### src/mcr_pkg.sv
// shared types and constants of the midpoint circle ring rasteriser
package mcr_pkg;

  // configuration register indexes
  localparam int unsigned CFG_IDX_BITS = 2;
  localparam logic [CFG_IDX_BITS-1:0] CFG_CENTER_X     = 2'd0;
  localparam logic [CFG_IDX_BITS-1:0] CFG_CENTER_Y     = 2'd1;
  localparam logic [CFG_IDX_BITS-1:0] CFG_OUTER_RADIUS = 2'd2;
  localparam logic [CFG_IDX_BITS-1:0] CFG_INNER_RADIUS = 2'd3;

  // midpoint increments
  localparam int unsigned DEC_INIT_BASE = 1;
  localparam int unsigned INC_EAST_INIT = 3;
  localparam int unsigned INC_SE_BASE   = 5;
  localparam int unsigned INC_STEP_E    = 2;
  localparam int unsigned INC_STEP_SE   = 4;

  // points emitted per midpoint step
  localparam int unsigned OUTER_POINTS = 8;
  localparam int unsigned RING_POINTS  = 4;
  localparam int unsigned POINT_BITS   = 3;

  // depth of the step queue between front and back
  localparam int unsigned QUEUE_DEPTH = 2;

  localparam int unsigned KIND_BITS = 2;

  typedef enum logic [1:0] {
    PH_OUTER = 2'd0,
    PH_RING  = 2'd1,
    PH_DONE  = 2'd2
  } phase_e;

  typedef enum logic [KIND_BITS-1:0] {
    JOB_DONE  = 2'd0,
    JOB_OUTER = 2'd1,
    JOB_RING  = 2'd2
  } job_kind_e;

endpackage

### src/midpoint_circle_ring_raster_top.sv
// top level of the midpoint circle ring rasteriser
//
//   channel  | handshake                  | payload
//   ---------+----------------------------+---------------------------------------
//   tick in  | in_valid_i / in_stall_o    | restart_i
//   pixel out| out_valid_o / out_stall_i  | pixel_x_o pixel_y_o pixel_valid_o
//            |                            | last_o done_res_o
//   config   | cfg_we_i                   | cfg_idx_i cfg_data_i
//
// a tick is taken whenever the two-entry step queue has room;
// the front end runs the iteration in the same cycle as it takes the tick.
// the back end sends one transaction per cycle while out_stall_i lets it: an outline step gives 8 pixels,
// a ring step 4 and a done result one transaction, so the pixel port sets the sustained rate.
// out_stall_i holds the output register; the queue then fills and raises in_stall_o.
// reset clears the configuration to zero and leaves the raster in its done phase.
module midpoint_circle_ring_raster_top #(
  parameter int unsigned COORD_BITS = 12
) (
  input  logic                               clk_i,
  input  logic                               rst_ni,
  input  logic                               cfg_we_i,
  input  logic [mcr_pkg::CFG_IDX_BITS-1:0]   cfg_idx_i,
  input  logic [COORD_BITS-1:0]              cfg_data_i,
  input  logic                               in_valid_i,
  output logic                               in_stall_o,
  input  logic                               restart_i,
  output logic                               out_valid_o,
  input  logic                               out_stall_i,
  output logic signed [COORD_BITS+1:0]       pixel_x_o,
  output logic signed [COORD_BITS+1:0]       pixel_y_o,
  output logic                               pixel_valid_o,
  output logic                               last_o,
  output logic                               done_res_o
);
  import mcr_pkg::*;

  localparam int unsigned JW = 2 * (COORD_BITS + 1) + KIND_BITS;

  logic [COORD_BITS-1:0] center_x_q, center_y_q, outer_radius_q, inner_radius_q;
  logic                  push, pop, full, empty, back_busy;
  logic [JW-1:0]         job_in, job_out;

  always_ff @(posedge clk_i or negedge rst_ni) begin
    if (!rst_ni) begin
      center_x_q     <= '0;
      center_y_q     <= '0;
      outer_radius_q <= '0;
      inner_radius_q <= '0;
    end else if (cfg_we_i) begin
      unique case (cfg_idx_i)
        CFG_CENTER_X:     center_x_q     <= cfg_data_i;
        CFG_CENTER_Y:     center_y_q     <= cfg_data_i;
        CFG_OUTER_RADIUS: outer_radius_q <= cfg_data_i;
        CFG_INNER_RADIUS: inner_radius_q <= cfg_data_i;
        default: ;
      endcase
    end
  end

  mcr_front #(
    .COORD_BITS(COORD_BITS)
  ) u_front (
    .clk_i          (clk_i),
    .rst_ni         (rst_ni),
    .in_valid_i     (in_valid_i),
    .restart_i      (restart_i),
    .in_stall_o     (in_stall_o),
    .outer_radius_i (outer_radius_q),
    .inner_radius_i (inner_radius_q),
    .full_i         (full),
    .push_o         (push),
    .job_o          (job_in)
  );

  mcr_queue #(
    .WIDTH(JW)
  ) u_queue (
    .clk_i   (clk_i),
    .rst_ni  (rst_ni),
    .push_i  (push),
    .data_i  (job_in),
    .full_o  (full),
    .pop_i   (pop),
    .data_o  (job_out),
    .empty_o (empty)
  );

  mcr_back #(
    .COORD_BITS(COORD_BITS)
  ) u_back (
    .clk_i         (clk_i),
    .rst_ni        (rst_ni),
    .center_x_i    (center_x_q),
    .center_y_i    (center_y_q),
    .job_i         (job_out),
    .empty_i       (empty),
    .pop_o         (pop),
    .busy_o        (back_busy),
    .out_valid_o   (out_valid_o),
    .out_stall_i   (out_stall_i),
    .pixel_x_o     (pixel_x_o),
    .pixel_y_o     (pixel_y_o),
    .pixel_valid_o (pixel_valid_o),
    .last_o        (last_o),
    .done_res_o    (done_res_o)
  );

  // a full queue means the back end is still expanding a step
  a_full_implies_busy: assert property (@(posedge clk_i) disable iff (!rst_ni)
    in_stall_o |-> back_busy)
    else $error("step queue full while back end idle");

  a_done_has_no_pixel: assert property (@(posedge clk_i) disable iff (!rst_ni)
    out_valid_o && done_res_o |-> !pixel_valid_o && last_o)
    else $error("done result carries a pixel or is not last");

  a_mid_step_is_pixel: assert property (@(posedge clk_i) disable iff (!rst_ni)
    out_valid_o && !last_o |-> pixel_valid_o && !done_res_o)
    else $error("non-final result of a step is not a pixel");

  // the queue never pops while empty
  a_no_pop_empty: assert property (@(posedge clk_i) disable iff (!rst_ni)
    pop |-> !empty)
    else $error("step queue popped while empty");

endmodule

### src/mcr_front.sv
// front end: accepts ticks, runs one midpoint iteration and queues the step
module mcr_front #(
  parameter int unsigned COORD_BITS = 12
) (
  input  logic                      clk_i,
  input  logic                      rst_ni,
  input  logic                      in_valid_i,
  input  logic                      restart_i,
  output logic                      in_stall_o,
  input  logic [COORD_BITS-1:0]     outer_radius_i,
  input  logic [COORD_BITS-1:0]     inner_radius_i,
  input  logic                      full_i,
  output logic                      push_o,
  output logic [2*COORD_BITS+3:0]   job_o
);
  import mcr_pkg::*;

  localparam int unsigned SB = COORD_BITS + 1;
  localparam int unsigned DB = COORD_BITS + 4;

  typedef struct packed {
    phase_e        phase;
    logic [SB-1:0] sx;
    logic [SB-1:0] sy;
    logic [SB-1:0] ring;
    logic [DB-1:0] dec;
    logic [DB-1:0] ince;
    logic [DB-1:0] incse;
  } circ_t;

  circ_t     state_q, state_d;
  circ_t     cur, s1, s2;
  logic      drawing;
  job_kind_e kind;

  function automatic circ_t start_circle(circ_t s, logic [SB-1:0] r);
    circ_t         t;
    logic [DB-1:0] rw;
    t       = s;
    rw      = DB'(r);
    t.sx    = '0;
    t.sy    = r;
    t.dec   = DB'(DEC_INIT_BASE) - rw;
    t.ince  = DB'(INC_EAST_INIT);
    t.incse = DB'(INC_SE_BASE) - (rw << 1);
    return t;
  endfunction

  // move to the next circle when the current one has no iteration left
  function automatic circ_t settle(circ_t s, logic [COORD_BITS-1:0] outer,
                                   logic [COORD_BITS-1:0] inner);
    circ_t         t;
    logic [SB-1:0] r;
    t = s;
    r = '0;
    if ((s.phase == PH_OUTER || s.phase == PH_RING) && !(s.sx < s.sy)) begin
      if (s.phase == PH_OUTER) begin
        r       = SB'(inner);
        t.phase = PH_RING;
      end else begin
        r = s.ring + SB'(1);
      end
      t.ring = r;
      if (r < SB'(outer)) begin
        t = start_circle(t, r);
      end else begin
        t.phase = PH_DONE;
      end
    end
    return t;
  endfunction

  function automatic circ_t iterate(circ_t s);
    circ_t t;
    t = s;
    if (s.dec[DB-1]) begin
      t.dec   = s.dec + s.ince;
      t.incse = s.incse + DB'(INC_STEP_E);
    end else begin
      t.dec   = s.dec + s.incse;
      t.incse = s.incse + DB'(INC_STEP_SE);
      t.sy    = s.sy - SB'(1);
    end
    t.ince = s.ince + DB'(INC_STEP_E);
    t.sx   = s.sx + SB'(1);
    return t;
  endfunction

  always_comb begin
    cur = state_q;
    if (restart_i) begin
      cur.phase = PH_OUTER;
      cur.ring  = '0;
      cur       = start_circle(cur, SB'(outer_radius_i));
    end
    // a zero radius circle can be passed over once before drawing resumes
    s1 = settle(cur, outer_radius_i, inner_radius_i);
    s2 = settle(s1, outer_radius_i, inner_radius_i);
    drawing = (s2.phase == PH_OUTER || s2.phase == PH_RING) && (s2.sx < s2.sy);
    if (!drawing) begin
      kind = JOB_DONE;
    end else if (s2.phase == PH_OUTER) begin
      kind = JOB_OUTER;
    end else begin
      kind = JOB_RING;
    end
    state_d = drawing ? iterate(s2) : s2;
  end

  assign in_stall_o = full_i;
  assign push_o     = in_valid_i && !full_i;
  assign job_o      = {kind, s2.sx, s2.sy};

  always_ff @(posedge clk_i or negedge rst_ni) begin
    if (!rst_ni) begin
      state_q.phase <= PH_DONE;
      state_q.sx    <= '0;
      state_q.sy    <= '0;
      state_q.ring  <= '0;
      state_q.dec   <= '0;
      state_q.ince  <= DB'(INC_EAST_INIT);
      state_q.incse <= '0;
    end else if (push_o) begin
      state_q <= state_d;
    end
  end

endmodule

### src/mcr_queue.sv
// short step queue between the front end and the pixel back end
module mcr_queue #(
  parameter int unsigned WIDTH = 28
) (
  input  logic             clk_i,
  input  logic             rst_ni,
  input  logic             push_i,
  input  logic [WIDTH-1:0] data_i,
  output logic             full_o,
  input  logic             pop_i,
  output logic [WIDTH-1:0] data_o,
  output logic             empty_o
);
  import mcr_pkg::*;

  localparam int unsigned PTR_BITS = $clog2(QUEUE_DEPTH);
  localparam int unsigned CNT_BITS = $clog2(QUEUE_DEPTH + 1);

  logic [WIDTH-1:0]    mem_q [QUEUE_DEPTH];
  logic [PTR_BITS-1:0] wr_ptr_q, wr_ptr_d, rd_ptr_q, rd_ptr_d;
  logic [CNT_BITS-1:0] count_q, count_d;

  assign full_o  = (count_q == CNT_BITS'(QUEUE_DEPTH));
  assign empty_o = (count_q == '0);
  assign data_o  = mem_q[rd_ptr_q];

  always_comb begin
    wr_ptr_d = wr_ptr_q;
    rd_ptr_d = rd_ptr_q;
    count_d  = count_q;
    if (push_i) begin
      wr_ptr_d = (wr_ptr_q == PTR_BITS'(QUEUE_DEPTH - 1)) ? '0 : wr_ptr_q + 1'b1;
    end
    if (pop_i) begin
      rd_ptr_d = (rd_ptr_q == PTR_BITS'(QUEUE_DEPTH - 1)) ? '0 : rd_ptr_q + 1'b1;
    end
    if (push_i && !pop_i) begin
      count_d = count_q + 1'b1;
    end else if (pop_i && !push_i) begin
      count_d = count_q - 1'b1;
    end
  end

  always_ff @(posedge clk_i or negedge rst_ni) begin
    if (!rst_ni) begin
      wr_ptr_q <= '0;
      rd_ptr_q <= '0;
      count_q  <= '0;
    end else begin
      wr_ptr_q <= wr_ptr_d;
      rd_ptr_q <= rd_ptr_d;
      count_q  <= count_d;
    end
  end

  always_ff @(posedge clk_i) begin
    if (push_i) begin
      mem_q[wr_ptr_q] <= data_i;
    end
  end

endmodule

### src/mcr_back.sv
// back end: expands one queued step into its symmetric pixels, one per cycle unless the output is stalled
module mcr_back #(
  parameter int unsigned COORD_BITS = 12
) (
  input  logic                          clk_i,
  input  logic                          rst_ni,
  input  logic [COORD_BITS-1:0]         center_x_i,
  input  logic [COORD_BITS-1:0]         center_y_i,
  input  logic [2*COORD_BITS+3:0]       job_i,
  input  logic                          empty_i,
  output logic                          pop_o,
  output logic                          busy_o,
  output logic                          out_valid_o,
  input  logic                          out_stall_i,
  output logic signed [COORD_BITS+1:0]  pixel_x_o,
  output logic signed [COORD_BITS+1:0]  pixel_y_o,
  output logic                          pixel_valid_o,
  output logic                          last_o,
  output logic                          done_res_o
);
  import mcr_pkg::*;

  localparam int unsigned SB = COORD_BITS + 1;
  localparam int unsigned PB = COORD_BITS + 2;
  localparam int unsigned JW = 2 * SB + KIND_BITS;

  logic                  busy_q, busy_d;
  job_kind_e             kind_q;
  logic [SB-1:0]         jx_q, jy_q;
  logic [POINT_BITS-1:0] idx_q, idx_d;
  logic [POINT_BITS-1:0] sel;
  logic [SB-1:0]         a, b;
  logic [PB-1:0]         cxw, cyw, aw, bw, px, py;
  logic                  is_last, fire;
  logic                  out_valid_q;

  always_comb begin
    // ring steps use the second-quadrant and fourth-quadrant points only
    sel = (kind_q == JOB_RING) ? {idx_q[1], 1'b1, idx_q[0]} : idx_q;
    a   = sel[0] ? jy_q : jx_q;
    b   = sel[0] ? jx_q : jy_q;
    cxw = PB'(center_x_i);
    cyw = PB'(center_y_i);
    aw  = PB'(a);
    bw  = PB'(b);
    px  = (sel[2] ^ sel[1]) ? cxw - aw : cxw + aw;
    py  = sel[2] ? cyw + bw : cyw - bw;
    case (kind_q)
      JOB_OUTER: is_last = (idx_q == POINT_BITS'(OUTER_POINTS - 1));
      JOB_RING:  is_last = (idx_q == POINT_BITS'(RING_POINTS - 1));
      default:   is_last = 1'b1;
    endcase
  end

  assign fire   = busy_q && (!out_valid_q || !out_stall_i);
  assign pop_o  = !empty_i && (!busy_q || (fire && is_last));
  assign busy_o = busy_q;
  assign out_valid_o = out_valid_q;

  always_comb begin
    busy_d = busy_q;
    idx_d  = idx_q;
    if (pop_o) begin
      busy_d = 1'b1;
      idx_d  = '0;
    end else if (fire && is_last) begin
      busy_d = 1'b0;
    end else if (fire) begin
      idx_d = idx_q + 1'b1;
    end
  end

  always_ff @(posedge clk_i or negedge rst_ni) begin
    if (!rst_ni) begin
      busy_q      <= 1'b0;
      idx_q       <= '0;
      out_valid_q <= 1'b0;
    end else begin
      busy_q <= busy_d;
      idx_q  <= idx_d;
      if (fire) begin
        out_valid_q <= 1'b1;
      end else if (!out_stall_i) begin
        out_valid_q <= 1'b0;
      end
    end
  end

  always_ff @(posedge clk_i) begin
    if (pop_o) begin
      kind_q <= job_kind_e'(job_i[JW-1 -: KIND_BITS]);
      jx_q   <= job_i[2*SB-1 -: SB];
      jy_q   <= job_i[SB-1:0];
    end
    if (fire) begin
      if (kind_q == JOB_OUTER || kind_q == JOB_RING) begin
        pixel_x_o     <= px;
        pixel_y_o     <= py;
        pixel_valid_o <= 1'b1;
        last_o        <= is_last;
        done_res_o    <= 1'b0;
      end else begin
        pixel_x_o     <= '0;
        pixel_y_o     <= '0;
        pixel_valid_o <= 1'b0;
        last_o        <= 1'b1;
        done_res_o    <= 1'b1;
      end
    end
  end

endmodule
### config.mk
export PLATFORM = sky130hd
export DESIGN_NAME = midpoint_circle_ring_raster_top
export DESIGN_NICKNAME = d
export VERILOG_FILES = /design/src/mcr_pkg.sv /design/src/midpoint_circle_ring_raster_top.sv /design/src/mcr_front.sv /design/src/mcr_queue.sv /design/src/mcr_back.sv
export SDC_FILE = /design/constraint.sdc
export NUM_CORES = 1
export LEC_CHECK = 0
export BUFFER_PORTS_ARGS = -buffer_cell sky130_fd_sc_hd__buf_2
export CELL_PAD_IN_SITES_DETAIL_PLACEMENT = 0
export CELL_PAD_IN_SITES_GLOBAL_PLACEMENT = 1
export CORE_ASPECT_RATIO = 1.1
export CORE_MARGIN = 2
export CORE_UTILIZATION = 38
export CTS_CLUSTER_SIZE = 10
export DETAILED_ROUTE_END_ITERATION = 8
export PLACE_DENSITY = 0.75
export SYNTH_ARGS = -nofsm -noshare
export SYNTH_HDL_FRONTEND = slang
export SYNTH_HIERARCHICAL = 1
export SYNTH_SLANG_ARGS = --single-unit
### constraint.sdc
create_clock -name clk_i -period 13.6 [get_ports clk_i]
set_input_delay 2.72 -clock clk_i [delete_from_list [all_inputs] [get_ports clk_i]]
set_output_delay 2.72 -clock clk_i [all_outputs]
set_load 0.03 [all_outputs]
# Word-level counts from Yosys, hierarchy flattened

Memory sizes are Yosys's and may differ from the RTL's. A register that Yosys moved wholly into a read port is not among the register bits.
Index checks and enable logic that the tools add are counted.

RAM bits: 56
Output and inout bits: 33
Bits in registers: 177
Logic and storage cells: 143
Memories kept: 1
Input bits: 20

Memory list:

| name          | depth | bits a word | rd ports | clocked after Yosys merged registers in | wr ports | RTL line        | source |
|---|---|---|---|---|---|---|---|
| u_queue.mem_q | 2     | 28          | 1        | 1                                       | 1        | mcr_queue.sv:19 | `logic [WIDTH-1:0] mem_q [QUEUE_DEPTH];` |

Order comparisons: 5
Add/sub/neg operators: 24
Bitwise logic cells: 1
Equal/unequal tests: 13
Reductions and logical operators: 37
Mux-type cells: 40

Operators with widths:

| cell                                               | count |
|---|---|
| two-way mux 89 bit                                 | 3 |
| two-way mux 87 bit                                 | 3 |
| two-way mux 13 bit                                 | 7 |
| adder 13 x 1 -> 13 bit, second input constant      | 3 |
| < comparator 13 bit                                | 3 |
| adder 16 bit                                       | 2 |
| adder 16 x 2 -> 16 bit, second input constant      | 2 |
| two-way mux 16 bit                                 | 2 |
| subtractor 3 x 14 -> 15 bit, first input constant  | 2 |
| adder 12 x 13 -> 14 bit                            | 2 |
| two-way mux 14 bit                                 | 2 |
| subtractor 1 x 13 -> 14 bit, first input constant  | 2 |
| subtractor 12 x 13 -> 14 bit                       | 2 |
| < comparator 13 x 12 -> 1 bit                      | 2 |
| adder 16 x 3 -> 16 bit, second input constant      | 1 |
| two-way mux 2 bit                                  | 8 |
| subtractor 3 x 13 -> 14 bit, first input constant  | 1 |
| subtractor 1 x 12 -> 13 bit, first input constant  | 1 |
| subtractor 13 x 1 -> 13 bit, second input constant | 1 |
| two-way mux 3 bit                                  | 4 |
| == test 2 x 1 -> 1 bit, second input constant      | 5 |
| zero test 2 bit                                    | 5 |
| two-way mux 1 bit                                  | 10 |
| AND reduction 2 bit                                | 5 |
| 15 further kinds                                   | 42 |

# Logic depth before layout (Yosys ltp)

Depth in word-level cells: 20
Mapped depth: 58
Gate-level depth less buffers: 46

# Hierarchy

The synthesis kept the hierarchy.

Modules (own cells, without submodules):

| module                          | cells an instance | seq. area each (sq um) | instances | area an instance (sq um) |
|---|---|---|---|---|
| mcr_front                       | 1,518             | 2,230.9                | 1         | 11,238.3 |
| mcr_back                        | 419               | 1,896.8                | 1         | 4,399.2 |
| mcr_queue                       | 103               | 1,781.7                | 1         | 2,254.7 |
| midpoint_circle_ring_raster_top | 104               | 1,201.2                | 1         | 1,801.7 |

# Worst setup path before layout

Ideal clock, no wire load.

Path type: input port to flip-flop
Start point: input restart_i
End point: register u_front/state_q[46] (netlist name)
Path slack: -0.473 ns
Arrival: 13.935 ns
Stages: 54
Data required time: 13.461 ns
Setup time: 0.139 ns
Path buffers: 19
Path through: buf_2 buf_2 buf_1 buf_1 clkbuf_1 clkbuf_1 clkbuf_1 clkbuf_1 nor2b_1 ha_1 a21o_1 a221oi_1 a211o_1 a21oi_1 buf_2 buf_2 nand2_1 clkbuf_1 [18 not listed] nand3_1 ha_1 inv_1 fa_1 nor2b_1 o21ai_0 a21boi_0 o21ai_0 a21boi_0 o21ai_0 a21boi_0 o21ai_0 a21boi_0 o21a_1 o21ai_0 mux2i_1 o21ai_0 o211ai_1

Longest elaborated chain between the ends: 17
Elaborated cells between the ends (all ways): 42
Classes of those cells: add/sub (8); order compare (5); eq/ne (3); mux (15); reduce/logical (11)

Ends and longest elaborated chain:

| what                                                                                | RTL line                                          | source |
|---|---|---|
| start, declared                                                                     | midpoint_circle_ring_raster_top.sv:26             | `input logic restart_i,` |
| two-way mux 89 bit *                                                                | mcr_front.sv:91                                   | `if (restart_i) begin` |
| adder 13 x 1 -> 13 bit / zero test 2 bit (equally long branches)                    | mcr_front.sv:61, mcr_front.sv:56, mcr_front.sv:57 |  |
| two-way mux 13 bit                                                                  | mcr_front.sv:57                                   | `if (s.phase == PH_OUTER) begin` |
| two-way mux 13 bit                                                                  | mcr_front.sv:56                                   | `if ((s.phase == PH_OUTER \|\| s.phase == PH_RING) && !(s.sx < s.sy)) begin` |
| < comparator 13 x 12 -> 1 bit                                                       | mcr_front.sv:64                                   | `if (r < SB'(outer)) begin` |
| two-way mux 2 bit                                                                   | mcr_front.sv:64                                   |  |
| two-way mux 89 bit *                                                                | mcr_front.sv:56                                   |  |
| parallel branches: the longest is 5 deep, another holds subtractor 3 x 14 -> 15 bit | --                                                |  |
| two-way mux 89 bit *                                                                | mcr_front.sv:56                                   |  |
| parallel branches: the longest is 3 deep, another holds adder 16 bit                | --                                                |  |
| two-way mux 87 bit *                                                                | mcr_front.sv:107                                  | `state_d = drawing ? iterate(s2) : s2;` |
| end signal, assigned                                                                | mcr_front.sv:124                                  | `state_q <= state_d;` |
| end, declared                                                                       | mcr_front.sv:31                                   | `circ_t state_q, state_d;` |

Every way passes the cells marked *. The select of a mux whose other input is x is not followed.
A chain may end at the register's enable or synchronous reset.

# Final worst setup path

Same ends and word-level chain as after synthesis.

==> results.sh <==
export IMPL_status="completed"
export IMPL_grt_met3_usage_pct=3.11
export IMPL_grt_overflow=0
export IMPL_fin_crit_sh_pct=95.2
export IMPL_cts_sinks=261
export IMPL_avgSynthCellArea_um2=9.19
export IMPL_grt_pass1_wl_mm=103
export IMPL_cp_slowest_cell="or4_1"
export IMPL_post_cts_setup_buffers=0
export IMPL_slew_limit_headroom_pct=21.2
export IMPL_synth_top_area_share_pct=18.2
export IMPL_synth_warnings=6
export IMPL_finalSetupViolations=0
export IMPL_busiest_layer="met2"
export IMPL_min_to="u_front/state_q[1]$_DFFE_PN0P_"
export IMPL_routed_via_density=5.83
export IMPL_cts_resized=0
export IMPL_grt_use_met2_pct=42.2
export IMPL_antenna_found_initial=0
export IMPL_rrSetupSlack_ns=2.85
export IMPL_layout_nets=2313
export IMPL_fillCellCount=4966
export IMPL_cts_hold_repair_buffers=0
export IMPL_hold_viol_final=0
export IMPL_fin_tns_setup_ns=0
export IMPL_maxSlewViolCount=0
export IMPL_clk_path_buf_depth=3
export IMPL_vias=16712
export IMPL_grt_max_degree=91
export IMPL_dpl_hpwl_mm=50.9
export IMPL_core_area_um2=51300
export IMPL_finClkSkew_ns=0.0538
export IMPL_p_leak_nw=9.08
export IMPL_worst_r2r_endpoint="u_front/state_q[46]$_DFFE_PN0P_"
export IMPL_rsz0062_at_grt="false"
export IMPL_multi_input_area_um2=11700
export IMPL_initial_utilization_pct=38.4
export IMPL_path_class="in2reg"
export IMPL_drtAntennaViolNets=0
export IMPL_first_global_vias=16719
export IMPL_yosysTopAreaCell="dfrtp_1"
export IMPL_numPortBuffers=52
export IMPL_remaining_drc_errors=0
export IMPL_wirelength_mm=67.1
export IMPL_min_delay_start="u_front/state_q[1]$_DFFE_PN0P_"
export IMPL_syn_nets=2284
export IMPL_synth_cell_type_count=102
export IMPL_hold_path_class="reg2reg"
export IMPL_whs_path_depth=2
export IMPL_cp_required_ns=14.01
export IMPL_syn_inst=2144
export IMPL_synth_edf_count=115
export IMPL_power_density_nw_per_um2=245
export IMPL_cts_buffers=35
export IMPL_grt_use_met1_pct=31.9
export IMPL_crit_path_max_fanout=25
export IMPL_clock_latency_ns=0.58
export IMPL_std_cell_rows=87
export IMPL_seq_area_frac_synth_pct=36.1
export IMPL_seq_area_um2=7110
export IMPL_cts_root_buf="clkbuf_16"
export IMPL_die_x_um=221
export IMPL_die_area_um2=53700
export IMPL_hold_slack_ns=0.482
export IMPL_drt_initial_drc_count=1469
export IMPL_cp_start_kind="primary input"
export IMPL_synthArstFlopShare_pct=55.9
export IMPL_worst_ir_drop_vdd_uv=198
export IMPL_crit_top_cell="o21ai_0"
export IMPL_cts_tree="built"
export IMPL_crit_arrival_ns=13.37
export IMPL_io_pins=53
export IMPL_cp_end_kind="flip-flop"
export IMPL_firstDrtPassIters=6
export IMPL_ys_ff_latch=261
export IMPL_fp_dieH_um=243
export IMPL_syn_area_um2=19700
export IMPL_drv_cap=0
export IMPL_detail_route_wl_per_cell_um=23.4
export IMPL_synthFlopType="dfrtp_1"
export IMPL_tightest_slew_ns=1.17
export IMPL_grt_usage_pct=24.9
export IMPL_gp_congestion=0.974
export IMPL_layout_drive_gt1_share_pct=14.9
export IMPL_htree_levels=2
export IMPL_area_growth_synth_to_final_pct=10.8
export IMPL_clk_pin_slew_ns=0.06
export IMPL_reg2regPathDepth=46
export IMPL_timing_final_crit_period_ns=12.95
export IMPL_crit_path_max_incr_delay_ns=0.55
export IMPL_r2r_start="outer_radius_q[9]$_DFFE_PN0P_"
export IMPL_clock_fmax_mhz=77.2
export IMPL_synth_area_top_cells="dfrtp_1, edfxtp_1, ha_1"
-- area by class of cell --
cell class,instances,area share (%)
multi-input combinational,1675,53.4
sequential,261,32.6
clock buffer,54,4.53
tap,667,3.83
timing repair buffer,121,3.60
inverter,79,1.36
clock inverter,10,0.648
antenna,1,0.0115
-- kinds of logic after synthesis --
kind of cell               after synthesis  synth area share (%)
AOI/OAI and AO/OA                      491                  16.7
xor gates and xnor gates               153                  6.80
adders and majority gates              121                  7.79
buffers and inverters                  208                  4.83
DFF                                    261                  36.1
muxes                                  166                  9.29
and+or+nand+nor                        744                  18.5
-- worst max path at each step --
stage               startpoint                              end
CTS                  restart_i  u_front/state_q[46]$_DFFE_PN0P_
detailed placement   restart_i  u_front/state_q[46]$_DFFE_PN0P_
finish               restart_i  u_front/state_q[46]$_DFFE_PN0P_
global placement     restart_i  u_front/state_q[46]$_DFFE_PN0P_
global route         restart_i  u_front/state_q[46]$_DFFE_PN0P_
floorplan            restart_i  u_front/state_q[46]$_DFFE_PN0P_
-- cell usage in the layout (no fill, tap or decap), drive strengths merged, types with 29 or more instances in the layout --
| master | n |
|---|---|
| nand2 | 239 |
| o21ai | 164 |
| nor2 | 153 |
| dfrtp | 143 |
| buf | 121 |
| ha | 117 |
| edfxtp | 115 |
| xnor2 | 98 |
| a21oi | 91 |
| mux2 | 88 |
| nor3 | 81 |
| mux2i | 78 |
| inv | 77 |
| nand3 | 55 |
| xor2 | 55 |
| clkbuf | 54 |
| and3 | 34 |
| nor2b | 34 |
| a21o | 29 |
-- metal layers --
layer  wire length, um  vias up
li1                  -     7815
met1             28600     8201
met2             31800      570
met3              3850      126
met4              2860        0
met5                 0        -
-- flip-flops by register name (all words and copies together), names as in the netlist --
register and cells:
inner_radius_q 12, u_back/jy_q 13, u_back/last_o 1, u_back/pixel_valid_o 1
u_back/pixel_x_o 14, center_y_q 12, u_queue/rd_ptr_q 1, u_back/jx_q 13
u_front/state_q 89, u_back/idx_q 3, center_x_q 12, u_back/pixel_y_o 14
u_queue/mem_q 56, u_back/out_valid_o 1, outer_radius_q 12, u_back/done_res_o 1
u_back/kind_q 2, u_back/busy_o 1, u_queue/count_q 2, u_queue/wr_ptr_q 1
-- report_power, final --
part | switching (mW) | internal [mW] | total, mW
registers | 0.218 | 1.19 | 1.41
clock network | 0.370 | 0.544 | 0.914
logic | 1.84 | 1.18 | 3.02
total | 2.43 | 2.91 | 5.34
-- worst max-delay path: cells and delay by family --
| kind | cells | cell delay (ns) |
|---|---|---|
| fa+ha+maj | 5 | 1.36 |
| simple gates | 9 | 1.85 |
| mux | 2 | 0.44 |
| buf+inv | 7 | 1.25 |
| compound gates | 24 | 5.71 |
-- Yosys cell counts (24+ instances only) --
cell,count
xor2_1,55
nand3_1,55
nand2_1,238
and3_1,34
o21ai_0,146
mux2_2,78
buf_4,31
ha_1,117
a21oi_1,90
clkbuf_1,61
xnor2_1,98
nand4_1,25
o21a_1,24
a31oi_1,24
a21o_1,29
mux2i_1,75
edfxtp_1,115
nor2_1,152
nor3_1,79
nor2b_1,34
dfrtp_1,143
inv_1,74
-- per-stage QoR --
stage               cell area, um2  utilization (%)  total power, mW  worst slack (ns)  instances
floorplan                    19700                -             3.58             0.130       2144
global placement             20700             40.3             4.35             0.556       2803
detailed placement           20700             40.3             4.41             0.398       2803
CTS                          21800             42.5             5.34             0.980       2867
global route                 21800             42.5             5.74            0.0359       2867
finish                       21800             42.5             5.34             0.648       2868
(Power assumes the default switching activity.)
